File: src/scaled_glyph_blitter_defines.svh
// ----------------------------------------------------------------------------
// scaled_glyph_blitter assertion macros
// assertion helpers, empty when synthesizing
// ----------------------------------------------------------------------------
`ifndef SCALED_GLYPH_BLITTER_DEFINES_SVH
`define SCALED_GLYPH_BLITTER_DEFINES_SVH
`ifndef SYNTHESIS
`define SGB_ASSERT_SAME(lbl, clk, rstn, ante, cons) \
    lbl: assert property (@(posedge clk) disable iff (!rstn) (ante) |-> (cons)) \
        else $error("sgb assertion failed");
`define SGB_ASSERT_NEXT(lbl, clk, rstn, ante, cons) \
    lbl: assert property (@(posedge clk) disable iff (!rstn) (ante) |=> (cons)) \
        else $error("sgb assertion failed");
`else
`define SGB_ASSERT_SAME(lbl, clk, rstn, ante, cons)
`define SGB_ASSERT_NEXT(lbl, clk, rstn, ante, cons)
`endif
`endif

File: src/sgb_pkg.sv
// ----------------------------------------------------------------------------
// sgb_pkg
// shared types and constants of the scaled glyph blitter
// ----------------------------------------------------------------------------
`default_nettype none
package sgb_pkg;
    localparam int FB_COLS       = 800;
    localparam int FB_ROWS       = 480;
    localparam int BITMAP_BYTES  = 512;
    localparam int PIXEL_BITS    = 16;
    localparam int BYTE_AW       = $clog2(BITMAP_BYTES);
    localparam int DIV_STEPS     = 15;
    localparam int ADV_MAX       = 16383;

    localparam logic [1:0] KIND_LOAD  = 2'd0;
    localparam logic [1:0] KIND_START = 2'd1;
    localparam logic [1:0] KIND_STEP  = 2'd2;

    localparam logic REG_WIDTH  = 1'b0;
    localparam logic REG_HEIGHT = 1'b1;

    typedef struct packed {
        logic [1:0]  kind;
        logic [8:0]  byte_index;
        logic [7:0]  byte_value;
        logic [7:0]  char_code;
        logic        glyph_present;
        logic [7:0]  glyph_advance;
        logic [11:0] origin_x;
        logic [11:0] origin_y;
        logic [6:0]  point_size;
        logic [15:0] ink;
    } in_item_t;

    typedef struct packed {
        logic        pixel_valid;
        logic [18:0] pixel_address;
        logic [15:0] pixel_color;
        logic [13:0] scaled_advance;
        logic        last;
    } out_item_t;

    typedef enum logic [1:0] {
        MUL_ADV,
        MUL_PX,
        MUL_PY
    } mul_sel_t;

    typedef struct packed {
        logic     accept;
        logic     div_load;
        mul_sel_t mul_sel;
        logic     div_step;
        logic     addr_calc;
        logic     bit_calc;
        logic     mem_rd;
        logic     emit;
    } sgb_cmd_t;

    typedef struct packed {
        logic scan_active;
        logic div_done;
        logic out_free;
    } sgb_status_t;
endpackage
`default_nettype wire

File: src/sgb_ctrl.sv
// ----------------------------------------------------------------------------
// sgb_ctrl
// sequencer: steps the datapath through multiply, divide, lookup and output
// ----------------------------------------------------------------------------
`default_nettype none
module sgb_ctrl (
    input  wire logic                 aclk,
    input  wire logic                 aresetn,
    input  wire logic                 s_valid,
    input  wire logic [1:0]           s_kind,
    output logic                      s_ready,
    input  wire sgb_pkg::sgb_status_t status,
    output sgb_pkg::sgb_cmd_t         cmd
);
    typedef enum logic [3:0] {
        ST_IDLE,
        ST_ADV_MUL,
        ST_ADV_DIV,
        ST_PX_MUL,
        ST_PX_DIV,
        ST_PY_MUL,
        ST_PY_DIV,
        ST_BIT,
        ST_RD,
        ST_EMIT
    } state_t;

    state_t state_reg, state_next;

    always_comb begin
        cmd        = '0;
        cmd.mul_sel = sgb_pkg::MUL_ADV;
        state_next = state_reg;
        s_ready    = (state_reg == ST_IDLE);
        case (state_reg)
            ST_IDLE: begin
                if (s_valid) begin
                    cmd.accept = 1'b1;
                    if (s_kind == sgb_pkg::KIND_START) begin
                        state_next = ST_ADV_MUL;
                    end else if (s_kind == sgb_pkg::KIND_STEP && status.scan_active) begin
                        state_next = ST_PX_MUL;
                    end
                end
            end
            ST_ADV_MUL: begin
                cmd.div_load = 1'b1;
                cmd.mul_sel  = sgb_pkg::MUL_ADV;
                state_next   = ST_ADV_DIV;
            end
            ST_ADV_DIV: begin
                if (status.div_done) begin
                    state_next = ST_EMIT;
                end else begin
                    cmd.div_step = 1'b1;
                end
            end
            ST_PX_MUL: begin
                cmd.div_load = 1'b1;
                cmd.mul_sel  = sgb_pkg::MUL_PX;
                state_next   = ST_PX_DIV;
            end
            ST_PX_DIV: begin
                if (status.div_done) begin
                    state_next = ST_PY_MUL;
                end else begin
                    cmd.div_step = 1'b1;
                end
            end
            ST_PY_MUL: begin
                cmd.div_load  = 1'b1;
                cmd.mul_sel   = sgb_pkg::MUL_PY;
                cmd.addr_calc = 1'b1;
                state_next    = ST_PY_DIV;
            end
            ST_PY_DIV: begin
                if (status.div_done) begin
                    state_next = ST_BIT;
                end else begin
                    cmd.div_step = 1'b1;
                end
            end
            ST_BIT: begin
                cmd.bit_calc = 1'b1;
                state_next   = ST_RD;
            end
            ST_RD: begin
                cmd.mem_rd = 1'b1;
                state_next = ST_EMIT;
            end
            ST_EMIT: begin
                if (status.out_free) begin
                    cmd.emit   = 1'b1;
                    state_next = ST_IDLE;
                end
            end
            default: begin
                state_next = ST_IDLE;
            end
        endcase
    end

    always_ff @(posedge aclk) begin
        if (!aresetn) begin
            state_reg <= ST_IDLE;
        end else begin
            state_reg <= state_next;
        end
    end
endmodule
`default_nettype wire

File: src/sgb_datapath.sv
// ----------------------------------------------------------------------------
// sgb_datapath
// held glyph state, shared multiply and restoring divider, bitmap store,
// output register
// ----------------------------------------------------------------------------
`default_nettype none
module sgb_datapath (
    input  wire logic                aclk,
    input  wire logic                aresetn,
    input  wire sgb_pkg::sgb_cmd_t   cmd,
    input  wire sgb_pkg::in_item_t   s_data,
    input  wire logic [6:0]          font_w,
    input  wire logic [6:0]          font_h,
    input  wire logic                m_ready,
    output logic                     m_valid,
    output sgb_pkg::out_item_t       m_data,
    output sgb_pkg::sgb_status_t     status
);
    logic [7:0]  mem [sgb_pkg::BITMAP_BYTES];
    logic [7:0]  mem_q_reg;

    logic        scan_active_reg;
    logic [6:0]  scan_col_reg, scan_row_reg;
    logic [11:0] held_ox_reg, held_oy_reg;
    logic [6:0]  held_size_reg;
    logic [15:0] held_ink_reg;
    logic [7:0]  held_adv_reg;
    logic        is_step_reg;
    logic        adv_zero_reg;

    logic [14:0] dvd_reg;
    logic [7:0]  rem_reg;
    logic [6:0]  dvs_reg;
    logic [3:0]  cnt_reg;
    logic [6:0]  px_reg;
    logic [14:0] bitno_reg;
    logic [18:0] addr_reg;
    logic        inwin_reg;

    logic        m_valid_reg;
    sgb_pkg::out_item_t m_data_reg, item_next;

    logic [6:0]  mul_a, mul_b, div_by;
    logic [13:0] mul_p;
    logic [8:0]  rem_sh;
    logic [7:0]  rem_next;
    logic        q_bit;
    logic [12:0] dx, dy;
    logic [24:0] addr_prod;
    logic [13:0] bit_prod;
    logic [7:0]  col_inc, row_inc;
    logic        col_end, row_end, fin;
    logic        hit;
    logic [13:0] adv_sat;

    // operand and divisor select for the multiplier shared by the two coordinates
    always_comb begin
        case (cmd.mul_sel)
            sgb_pkg::MUL_ADV: begin
                mul_a  = held_adv_reg[6:0];
                mul_b  = held_size_reg;
                div_by = font_w;
            end
            sgb_pkg::MUL_PX: begin
                mul_a  = scan_col_reg;
                mul_b  = font_w;
                div_by = held_size_reg;
            end
            sgb_pkg::MUL_PY: begin
                mul_a  = scan_row_reg;
                mul_b  = font_h;
                div_by = held_size_reg;
            end
            default: begin
                mul_a  = '0;
                mul_b  = '0;
                div_by = held_size_reg;
            end
        endcase
        mul_p = mul_a * mul_b;
    end

    // advance uses all 8 bits of the glyph advance
    logic [14:0] div_in;
    always_comb begin
        if (cmd.mul_sel == sgb_pkg::MUL_ADV) begin
            div_in = held_adv_reg * held_size_reg;
        end else begin
            div_in = {1'b0, mul_p};
        end
    end

    // one restoring step per cycle
    always_comb begin
        rem_sh = {rem_reg, dvd_reg[14]};
        q_bit  = (rem_sh >= {2'b00, dvs_reg});
        rem_next = q_bit ? 8'(rem_sh - {2'b00, dvs_reg}) : rem_sh[7:0];
    end

    always_comb begin
        dx        = {1'b0, held_ox_reg} + 13'(scan_col_reg);
        dy        = {1'b0, held_oy_reg} + 13'(held_size_reg) - 13'(scan_row_reg);
        addr_prod = dx * 12'(sgb_pkg::FB_ROWS);
        bit_prod  = px_reg * font_h;
        col_inc   = {1'b0, scan_col_reg} + 8'd1;
        row_inc   = {1'b0, scan_row_reg} + 8'd1;
        col_end   = (col_inc >= {1'b0, held_size_reg});
        row_end   = (row_inc >= {1'b0, held_size_reg});
        fin       = col_end && row_end;
        hit       = inwin_reg && (bitno_reg[14:3] < 12'(sgb_pkg::BITMAP_BYTES))
                    && mem_q_reg[bitno_reg[2:0]];
        adv_sat   = (dvd_reg > 15'(sgb_pkg::ADV_MAX)) ? 14'(sgb_pkg::ADV_MAX)
                                                      : dvd_reg[13:0];
    end

    always_comb begin
        item_next = '0;
        if (is_step_reg) begin
            item_next.pixel_valid = hit;
            if (hit) begin
                item_next.pixel_address = addr_reg;
                item_next.pixel_color   = held_ink_reg[sgb_pkg::PIXEL_BITS-1:0];
            end
            item_next.last = fin;
        end else begin
            item_next.scaled_advance = adv_zero_reg ? '0 : adv_sat;
            item_next.last           = !scan_active_reg;
        end
    end

    always_ff @(posedge aclk) begin
        if (cmd.accept && s_data.kind == sgb_pkg::KIND_LOAD) begin
            mem[s_data.byte_index[sgb_pkg::BYTE_AW-1:0]] <= s_data.byte_value;
        end
        if (cmd.mem_rd) begin
            mem_q_reg <= mem[bitno_reg[sgb_pkg::BYTE_AW+2:3]];
        end
    end

    always_ff @(posedge aclk) begin
        if (!aresetn) begin
            scan_active_reg <= 1'b0;
            scan_col_reg    <= '0;
            scan_row_reg    <= '0;
            held_ox_reg     <= '0;
            held_oy_reg     <= '0;
            held_size_reg   <= '0;
            held_ink_reg    <= '0;
            is_step_reg     <= 1'b0;
            cnt_reg         <= '0;
            m_valid_reg     <= 1'b0;
        end else begin
            if (cmd.accept) begin
                is_step_reg <= (s_data.kind == sgb_pkg::KIND_STEP);
                if (s_data.kind == sgb_pkg::KIND_START) begin
                    held_ox_reg     <= s_data.origin_x;
                    held_oy_reg     <= s_data.origin_y;
                    held_size_reg   <= s_data.point_size;
                    held_ink_reg    <= s_data.ink;
                    scan_col_reg    <= '0;
                    scan_row_reg    <= '0;
                    scan_active_reg <= !s_data.char_code[7] && s_data.glyph_present
                                       && (s_data.point_size != '0);
                end
            end
            if (cmd.div_load) begin
                cnt_reg <= 4'(sgb_pkg::DIV_STEPS);
            end else if (cmd.div_step) begin
                cnt_reg <= cnt_reg - 4'd1;
            end
            if (cmd.emit && is_step_reg) begin
                if (fin) begin
                    scan_active_reg <= 1'b0;
                    scan_col_reg    <= '0;
                    scan_row_reg    <= '0;
                end else if (row_end) begin
                    scan_row_reg <= '0;
                    scan_col_reg <= col_inc[6:0];
                end else begin
                    scan_row_reg <= row_inc[6:0];
                end
            end
            if (cmd.emit) begin
                m_valid_reg <= 1'b1;
            end else if (m_ready) begin
                m_valid_reg <= 1'b0;
            end
        end
    end

    always_ff @(posedge aclk) begin
        if (cmd.accept) begin
            held_adv_reg <= s_data.glyph_advance;
            adv_zero_reg <= s_data.char_code[7] || (font_w == '0);
        end
        if (cmd.div_load) begin
            dvd_reg <= div_in;
            rem_reg <= '0;
            dvs_reg <= div_by;
            if (cmd.mul_sel == sgb_pkg::MUL_PY) begin
                px_reg <= dvd_reg[6:0];
            end
        end else if (cmd.div_step) begin
            dvd_reg <= {dvd_reg[13:0], q_bit};
            rem_reg <= rem_next;
        end
        if (cmd.addr_calc) begin
            // column-major index: row plus column times the frame height
            addr_reg  <= addr_prod[18:0] + {6'd0, dy};
            inwin_reg <= (dx < 13'(sgb_pkg::FB_COLS))
                         && (dy < 13'(sgb_pkg::FB_ROWS));
        end
        if (cmd.bit_calc) begin
            bitno_reg <= {1'b0, bit_prod} + 15'(dvd_reg[6:0]);
        end
        if (cmd.emit) begin
            m_data_reg <= item_next;
        end
    end

    assign m_valid            = m_valid_reg;
    assign m_data             = m_data_reg;
    assign status.scan_active = scan_active_reg;
    assign status.div_done    = (cnt_reg == '0);
    assign status.out_free    = !m_valid_reg || m_ready;
endmodule
`default_nettype wire

File: src/scaled_glyph_blitter.sv
// ----------------------------------------------------------------------------
// scaled_glyph_blitter
// nearest-neighbor scaled bitmap glyph renderer for a column-major frame buffer
// ----------------------------------------------------------------------------
// One item is taken at a time. A load item, and a step item while no scan is
// active, gives no result. A start item, and a step item during a scan, reaches
// the output register before the next item is accepted. The advance and each
// of the two source coordinates go through one shared restoring divider that
// retires one quotient bit per cycle (15 bits), plus a multiply, a bitmap
// store read and the output register. A finished result waits in the output
// register while the next item is accepted; if it is still waiting when the
// next result is ready, the block stalls until it is taken.
`default_nettype none
`include "scaled_glyph_blitter_defines.svh"
module scaled_glyph_blitter (
    input  wire logic               aclk,
    input  wire logic               aresetn,
    input  wire logic               s_valid,
    output logic                    s_ready,
    input  wire sgb_pkg::in_item_t  s_data,
    output logic                    m_valid,
    input  wire logic               m_ready,
    output sgb_pkg::out_item_t      m_data,
    input  wire logic               psel,
    input  wire logic               penable,
    input  wire logic               pwrite,
    input  wire logic [2:0]         paddr,
    input  wire logic [31:0]        pwdata,
    output logic [31:0]             prdata,
    output logic                    pready
);
    logic [6:0] font_w_reg, font_h_reg;
    sgb_pkg::sgb_cmd_t    cmd;
    sgb_pkg::sgb_status_t status;

    always_ff @(posedge aclk) begin
        if (!aresetn) begin
            font_w_reg <= 7'd8;
            font_h_reg <= 7'd16;
        end else if (psel && penable && pwrite) begin
            case (paddr[2])
                sgb_pkg::REG_WIDTH:  font_w_reg <= pwdata[6:0];
                sgb_pkg::REG_HEIGHT: font_h_reg <= pwdata[6:0];
                default: begin
                end
            endcase
        end
    end

    assign prdata = (paddr[2] == sgb_pkg::REG_HEIGHT) ? {25'd0, font_h_reg}
                                                      : {25'd0, font_w_reg};
    assign pready = 1'b1;

    sgb_ctrl u_ctrl (
        .aclk    (aclk),
        .aresetn (aresetn),
        .s_valid (s_valid),
        .s_kind  (s_data.kind),
        .s_ready (s_ready),
        .status  (status),
        .cmd     (cmd)
    );

    sgb_datapath u_dp (
        .aclk    (aclk),
        .aresetn (aresetn),
        .cmd     (cmd),
        .s_data  (s_data),
        .font_w  (font_w_reg),
        .font_h  (font_h_reg),
        .m_ready (m_ready),
        .m_valid (m_valid),
        .m_data  (m_data),
        .status  (status)
    );

    `SGB_ASSERT_SAME(a_pix_in_window, aclk, aresetn, m_valid && m_data.pixel_valid, m_data.pixel_address < 19'd384000)
    `SGB_ASSERT_SAME(a_miss_is_blank, aclk, aresetn, m_valid && !m_data.pixel_valid, m_data.pixel_address == '0 && m_data.pixel_color == '0)
    `SGB_ASSERT_SAME(a_adv_no_pixel, aclk, aresetn, m_valid && m_data.scaled_advance != '0, !m_data.pixel_valid)
    `SGB_ASSERT_NEXT(a_result_held, aclk, aresetn, m_valid && !m_ready, m_valid)
endmodule
`default_nettype wire
File: config.mk
export PLATFORM = sky130hd
export DESIGN_NAME = scaled_glyph_blitter
export DESIGN_NICKNAME = d
export VERILOG_FILES = /design/src/sgb_pkg.sv /design/src/sgb_ctrl.sv /design/src/sgb_datapath.sv /design/src/scaled_glyph_blitter.sv
export VERILOG_INCLUDE_DIRS = /design/src /design/src/src
export SDC_FILE = /design/constraint.sdc
export NUM_CORES = 2
export LEC_CHECK = 0
export BUFFER_PORTS_ARGS = -buffer_cell sky130_fd_sc_hd__buf_2
export CAP_MARGIN = 20
export CORE_MARGIN = 2
export CORE_UTILIZATION = 41
export CTS_CLUSTER_DIAMETER = 80
export CTS_CLUSTER_SIZE = 25
export DETAILED_ROUTE_END_ITERATION = 10
export PLACE_DENSITY = 0.53
export SYNTH_ARGS = -nofsm -noshare
export SYNTH_HDL_FRONTEND = slang
export SYNTH_SLANG_ARGS = --single-unit
File: constraint.sdc
create_clock -name aclk -period 12.8 [get_ports aclk]
set_clock_uncertainty 0.1 [all_clocks]
set_input_delay 3.84 -clock aclk [delete_from_list [all_inputs] [get_ports aclk]]
set_output_delay 3.84 -clock aclk [all_outputs]
set_load 0.02 [all_outputs]
Word level (Yosys, flattened, before mapping)

Memories as Yosys holds them, arrays and structs flattened. A register that Yosys moved wholly into a read port is not among the register bits.
Index checks and enable logic that the tools add are counted.
Widths: inputs -> output; s select.

Bits in writable memories: 4096
Memories: 1
Output and inout port bits: 86
Register bits after elaboration: 218
Input bits: 125

Multiplexer cells: 50
Bitwise logic cells: 1
Multiply operators: 4
$add $sub $neg: 9
Reductions and logical operators: 35
Eq/ne operators: 19
$lt $le $gt $ge: 8

Memory list:

| name     | depth | width | read ports | clocked after Yosys merged registers in | wr ports | RTL line           | text |
|---|---|---|---|---|---|---|---|
| u_dp.mem | 512   | 8     | 1          | 1                                       | 1        | sgb_datapath.sv:19 | `logic [7:0] mem [sgb_pkg::BITMAP_BYTES];` |

Operators by type and width:

| cell                  | count |
|---|---|
| $mux 7                | 12 |
| $mux 15               | 3 |
| $pmux 7 s3            | 2 |
| $pmux 4 s10           | 1 |
| $mux 4                | 9 |
| $mul 7x7->14          | 2 |
| $add 12x7->13         | 2 |
| $add 19x13->19        | 1 |
| $mux 1                | 19 |
| $add 7x1->8 const B   | 2 |
| $eq 4x3->1 const B    | 4 |
| $ge 8x7->1            | 2 |
| $add 14x7->15         | 1 |
| $gt 15x14->1 const B  | 1 |
| $mul 8x7->15          | 1 |
| $mul 13x4->14 const B | 1 |
| $mux 14               | 1 |
| $lt 13x10->1 const B  | 1 |
| $lt 13x9->1 const B   | 1 |
| $sub 13x7->13         | 1 |
| $lt 12x10->1 const B  | 1 |
| $reduce_and 2->1      | 6 |
| $logic_and 1x1->1     | 11 |
| $ne 2x2->1 const B    | 5 |
| 24 further kinds      | 36 |

Depth between registers and ports, before layout

Word-level depth: 7
Mapped depth: 24

Modules after synthesis

Synthesis repeated with hierarchy kept, for this count alone.

Cells, all modules: 8896
Area total of the unflattened synthesis: 174701.3 µm²

By module, submodules not included:

| module               | area an instance (µm²) | cells an instance | sequential area each (µm²) | times used |
|---|---|---|---|---|
| sgb_datapath         | 173447.6               | 8752              | 128483.2                   | 1 |
| scaled_glyph_blitter | 869.6                  | 94                | 280.3                      | 1 |
| sgb_ctrl             | 384.1                  | 50                | 80.1                       | 1 |

Worst setup path before layout

Ideal clock, no wire load.

Path type: input port to output port
Start point: input paddr[2]
End point: output prdata[0]
Cell stages on the path: 2
Data required time: 8860 ps
Setup slack: 4295 ps
Arrival time: 4565 ps
Cell sequence: clkbuf_1 mux2_2

Word-level cells in the longest chain between the ends: 1

Ends and longest elaborated chain:

| item        | RTL line                   | text |
|---|---|---|
| from (decl) | scaled_glyph_blitter.sv:27 | `input wire logic [2:0] paddr,` |
| $mux 7      | scaled_glyph_blitter.sv:50 | `assign prdata = (paddr[2] == sgb_pkg::REG_HEIGHT) ? {25'd0, font_h_reg}` |
| to (decl)   | scaled_glyph_blitter.sv:29 | `output logic [31:0] prdata,` |

Every way passes these cells.

Worst setup path after layout

Start point: input paddr[2]
End point: output prdata[1]

Same word-level chain as after synthesis.

==> results.md <==
- Status: completed
- Setup TNS: 0 ns
- IO Count: 211
- Sequential power share: a little over three fifths
- Internal: 19.35 mW
- CTS Root Cell: clkbuf_16
- Bufs and invs on worst path: 2
- Layout cell share with drive strength beyond 1: between 20% and 30%
- Slew @ Worst Pin: 1.173 ns
- Clk_lat worst skew: 0.98 ns
- Top post-synthesis cells by area: edfxtp_1 (72%), mux4_2 (15%), fa_1 (1.3%)
- Max reg flops: a little over 4k
- Nets: 9,114
- Largest stage delay on the critical path: between 0.3 and 0.4 ns
- Global Route Usage Sum: 20.63%
- Critical Path AT: between 4 and 5 ns
- CTS resizes: 0
- First-pass DRT Iterations: 6
- Crit path max fanout: 10
- Clock tree buffer depth: 4
- H-tree levels: 4
- CTS Sinks: 4,322
- Syn Area/Cell: 20.23 sq um
- Finished Layout Cells: 14.48k
- Sequential-to-total area share from yosys stat: 73.56%
- DRT Wirelength: 453.1 mm
- Clock Pin Slew Worst Setup and Hold Paths: 0.10 ns
- DRT iter0 DRCs: about 9.5k
- WL/cell: 31.30 um
- Setup violators final: 0
- Final count of hold timing violations: 0
- Post-synth top area share: approximately 72%
- Final period utilization: 66.42%
- Area of the multi-input gates: 43,350 sq um
- Family with the most delay on the worst path: multiplexers
- Worst Reg-to-Reg Cells: 20
- CP max-delay cell: mux2_2
- Cell Area, Synth: 175,200 sq um
- First-pass GRT wire length: 642.8 mm
- Post-cts hold buffer count: 0
- #FFs+latches synth: between 4k and 5k
- Critical path required time: 8.86 ns
- Leakage Power: 58.18 nW
- Number of global-route vias before repair: 85.15k
- Std cell rows: 240
- DRC: 0
- Fin crit period: between 8 and 9 ns
- Postcts setup bufs: 0
- Initial Utilization: 41.08%
- Placeable Area: 426,400 sq um
- CTS tree: built
- Synth area leader: edfxtp_1
- HPWL Detailed: 282.7 mm
- MaxCap Viol Count: 0
- Largest net degree at the start of global routing: between 150 and 200
- Slew Limit Fails: 0
- CP Launch Type: primary input
- Synth-to-layout area growth: 7.727%
- Most frequent cell after synthesis: edfxtp_1
- Sw Ratio: 22.36%
- RSZ-0062 raised after global routing: false
- Total Power: about 25 mW
- DR vias: around 84k
- Worst Hold Depth: 2
- WP depth: 3
- Clock power frac: 31.3%
- Peak supply drop: 0.1032 mV
- Sw power: 5.574 mW
- Worst Hold Slack: 0.3608 ns
- CTS Buf Count: approximately 210
- Post-synth EDFFs: between 4k and 5k
- PwrDens: about 130 nW/um^2
- WS Path Type: in2out
- Seq. cell area: 128,800 sq um
- Post-synth top cells: edfxtp_1 (4,228), mux4_2 (1,182), nor2_1 (613), nand2_1 (341), clkbuf_1 (276)
- Top_reg_cell synth: edfxtp_1
- Fmax: between 0.1 and 0.15 GHz
- Cell repeated most along the worst path: buf_2
- Die H: 657.6 um
- # fillers: 36.19k
- Post-synth ARST share: 0%
- Yosys warns: 0
- Fraction of power consumed by combinational cells: 5.5%
- CP cell instances: buf_2 > mux2_2 > buf_2
- Worst setup slack after layout: between 4 and 5 ns
- Cells after synthesis: 8,660
- Initial antenna violation count: 17
- Relative slew slack: a little over a fifth
- CP Capture Type: output port
- Die Width: 657.6 um
- DP Worst Slack: 4.298 ns
- Remaining Overflow, GRT: 0
- Via density: 5.773
- Placed instance count: 14.17k
- PortBufs: 150
- Die footprint: 432,500 sq um
- Post-route antenna net violation count: 0
- Netlist cell types: 79
- GPL Wtd Cong: 0.8324
- HP Class: reg2reg
placed cells by master (no fill, tap or decap), types with 14 or more instances in the layout:
cell / netlist / final
conb_1: 2 / 26
a22oi_1: 164 / 164
nor2b_1: 34 / 28
nor3_1: 58 / 57
a211oi_1: 18 / 18
clkbuf_1: 276 / 21
nand3_1: 64 / 58
nand4_1: 17 / 17
fa_1: 115 / 115
buf_2: 85 / 142
a221oi_1: 41 / 41
xnor2_1: 63 / 63
buf_12: 0 / 23
a22o_1: 45 / 45
buf_4: 66 / 134
and3_1: 20 / 19
inv_1: 201 / 201
clkbuf_16: 0 / 213
edfxtp_1: 4228 / 4228
o22ai_1: 26 / 26
nand2_1: 341 / 330
mux4_2: 1182 / 1182
inv_6: 0 / 14
ha_1: 172 / 172
mux2i_1: 58 / 58
o21ai_0: 58 / 58
a21oi_1: 176 / 176
o21a_1: 27 / 27
and2_1: 122 / 120
nor2_1: 613 / 609
dfxtp_1: 94 / 94
xor2_1: 25 / 25
a21o_1: 20 / 20
cell type report:
type | count | area share (%)
tap | 5687 | 3.771
timing repair buffer | 310 | 1.237
multi-input combinational | 3653 | 22.97
clock buffer | 234 | 2.866
sequential | 4322 | 68.28
inverter | 203 | 0.4038
antenna | 3 | 0.003978
clock inverter | 67 | 0.4615
worst paths after layout:
path | from | to | slack (ns)
worst min register to register | u_dp.held_ink_reg[0] | u_dp.held_ink_reg[0] | 0.36
worst min-delay path | u_dp.held_ink_reg[0] | u_dp.held_ink_reg[0] | 0.36
worst max register to register | u_ctrl.state_reg[0] | u_dp.dvd_reg[10] | 5.76
worst max-delay path | paddr[2] | prdata[1] | 4.30
routing by layer:
metal  vias to the layer above  global-route usage, %  wire length, um
met5                         -                      0               13
met1                     45609                  29.03           192000
met4                         2                  3.835             9071
met2                      2515                  34.49           224500
li1                      35056                      -                -
met3                       403                  3.182            27560
through the flow:
stage / instance area (sq um) / utilization [%]
after floorplan: 175300 / -
after global placement: 182400 / 42.77
after detailed placement: 182400 / 42.77
after CTS: 188700 / 44.24
after global routing: 188700 / 44.25
final: 188700 / 44.25
worst reg2reg max path, delay by kind of cell (launching register included):
family,cells,cell delay [ns]
buf+inv,4,0.23
flops,1,0.64
simple gates,5,2.06
xor+xnor,1,0.18
fa+ha+maj,5,2.27
compound gates,5,1.32
cell families after synthesis:
logic type | synth area share (%)
xor gates and xnor gates | 0.4529
other | 0.004287
DFF | 73.56
AOI/OAI and AO/OA | 2.598
muxes | 15.59
and+or+nand+nor | 3.376
buffers and inverters | 1.876
adders and majority gates | 2.543
power by group through the flow:
stage | clock, mW | sequential (mW) | combinational, mW
2_1_floorplan | 0 | 16.0 | 0.837
3_5_place_dp | 0 | 16.1 | 1.38
3_3_place_gp | 0 | 16.1 | 1.35
6_report | 7.80 | 15.8 | 1.37
5_1_grt | 8.45 | 15.8 | 1.53
4_1_cts | 8.02 | 15.8 | 1.39
Note: power is estimated with default switching activity, not from simulation.
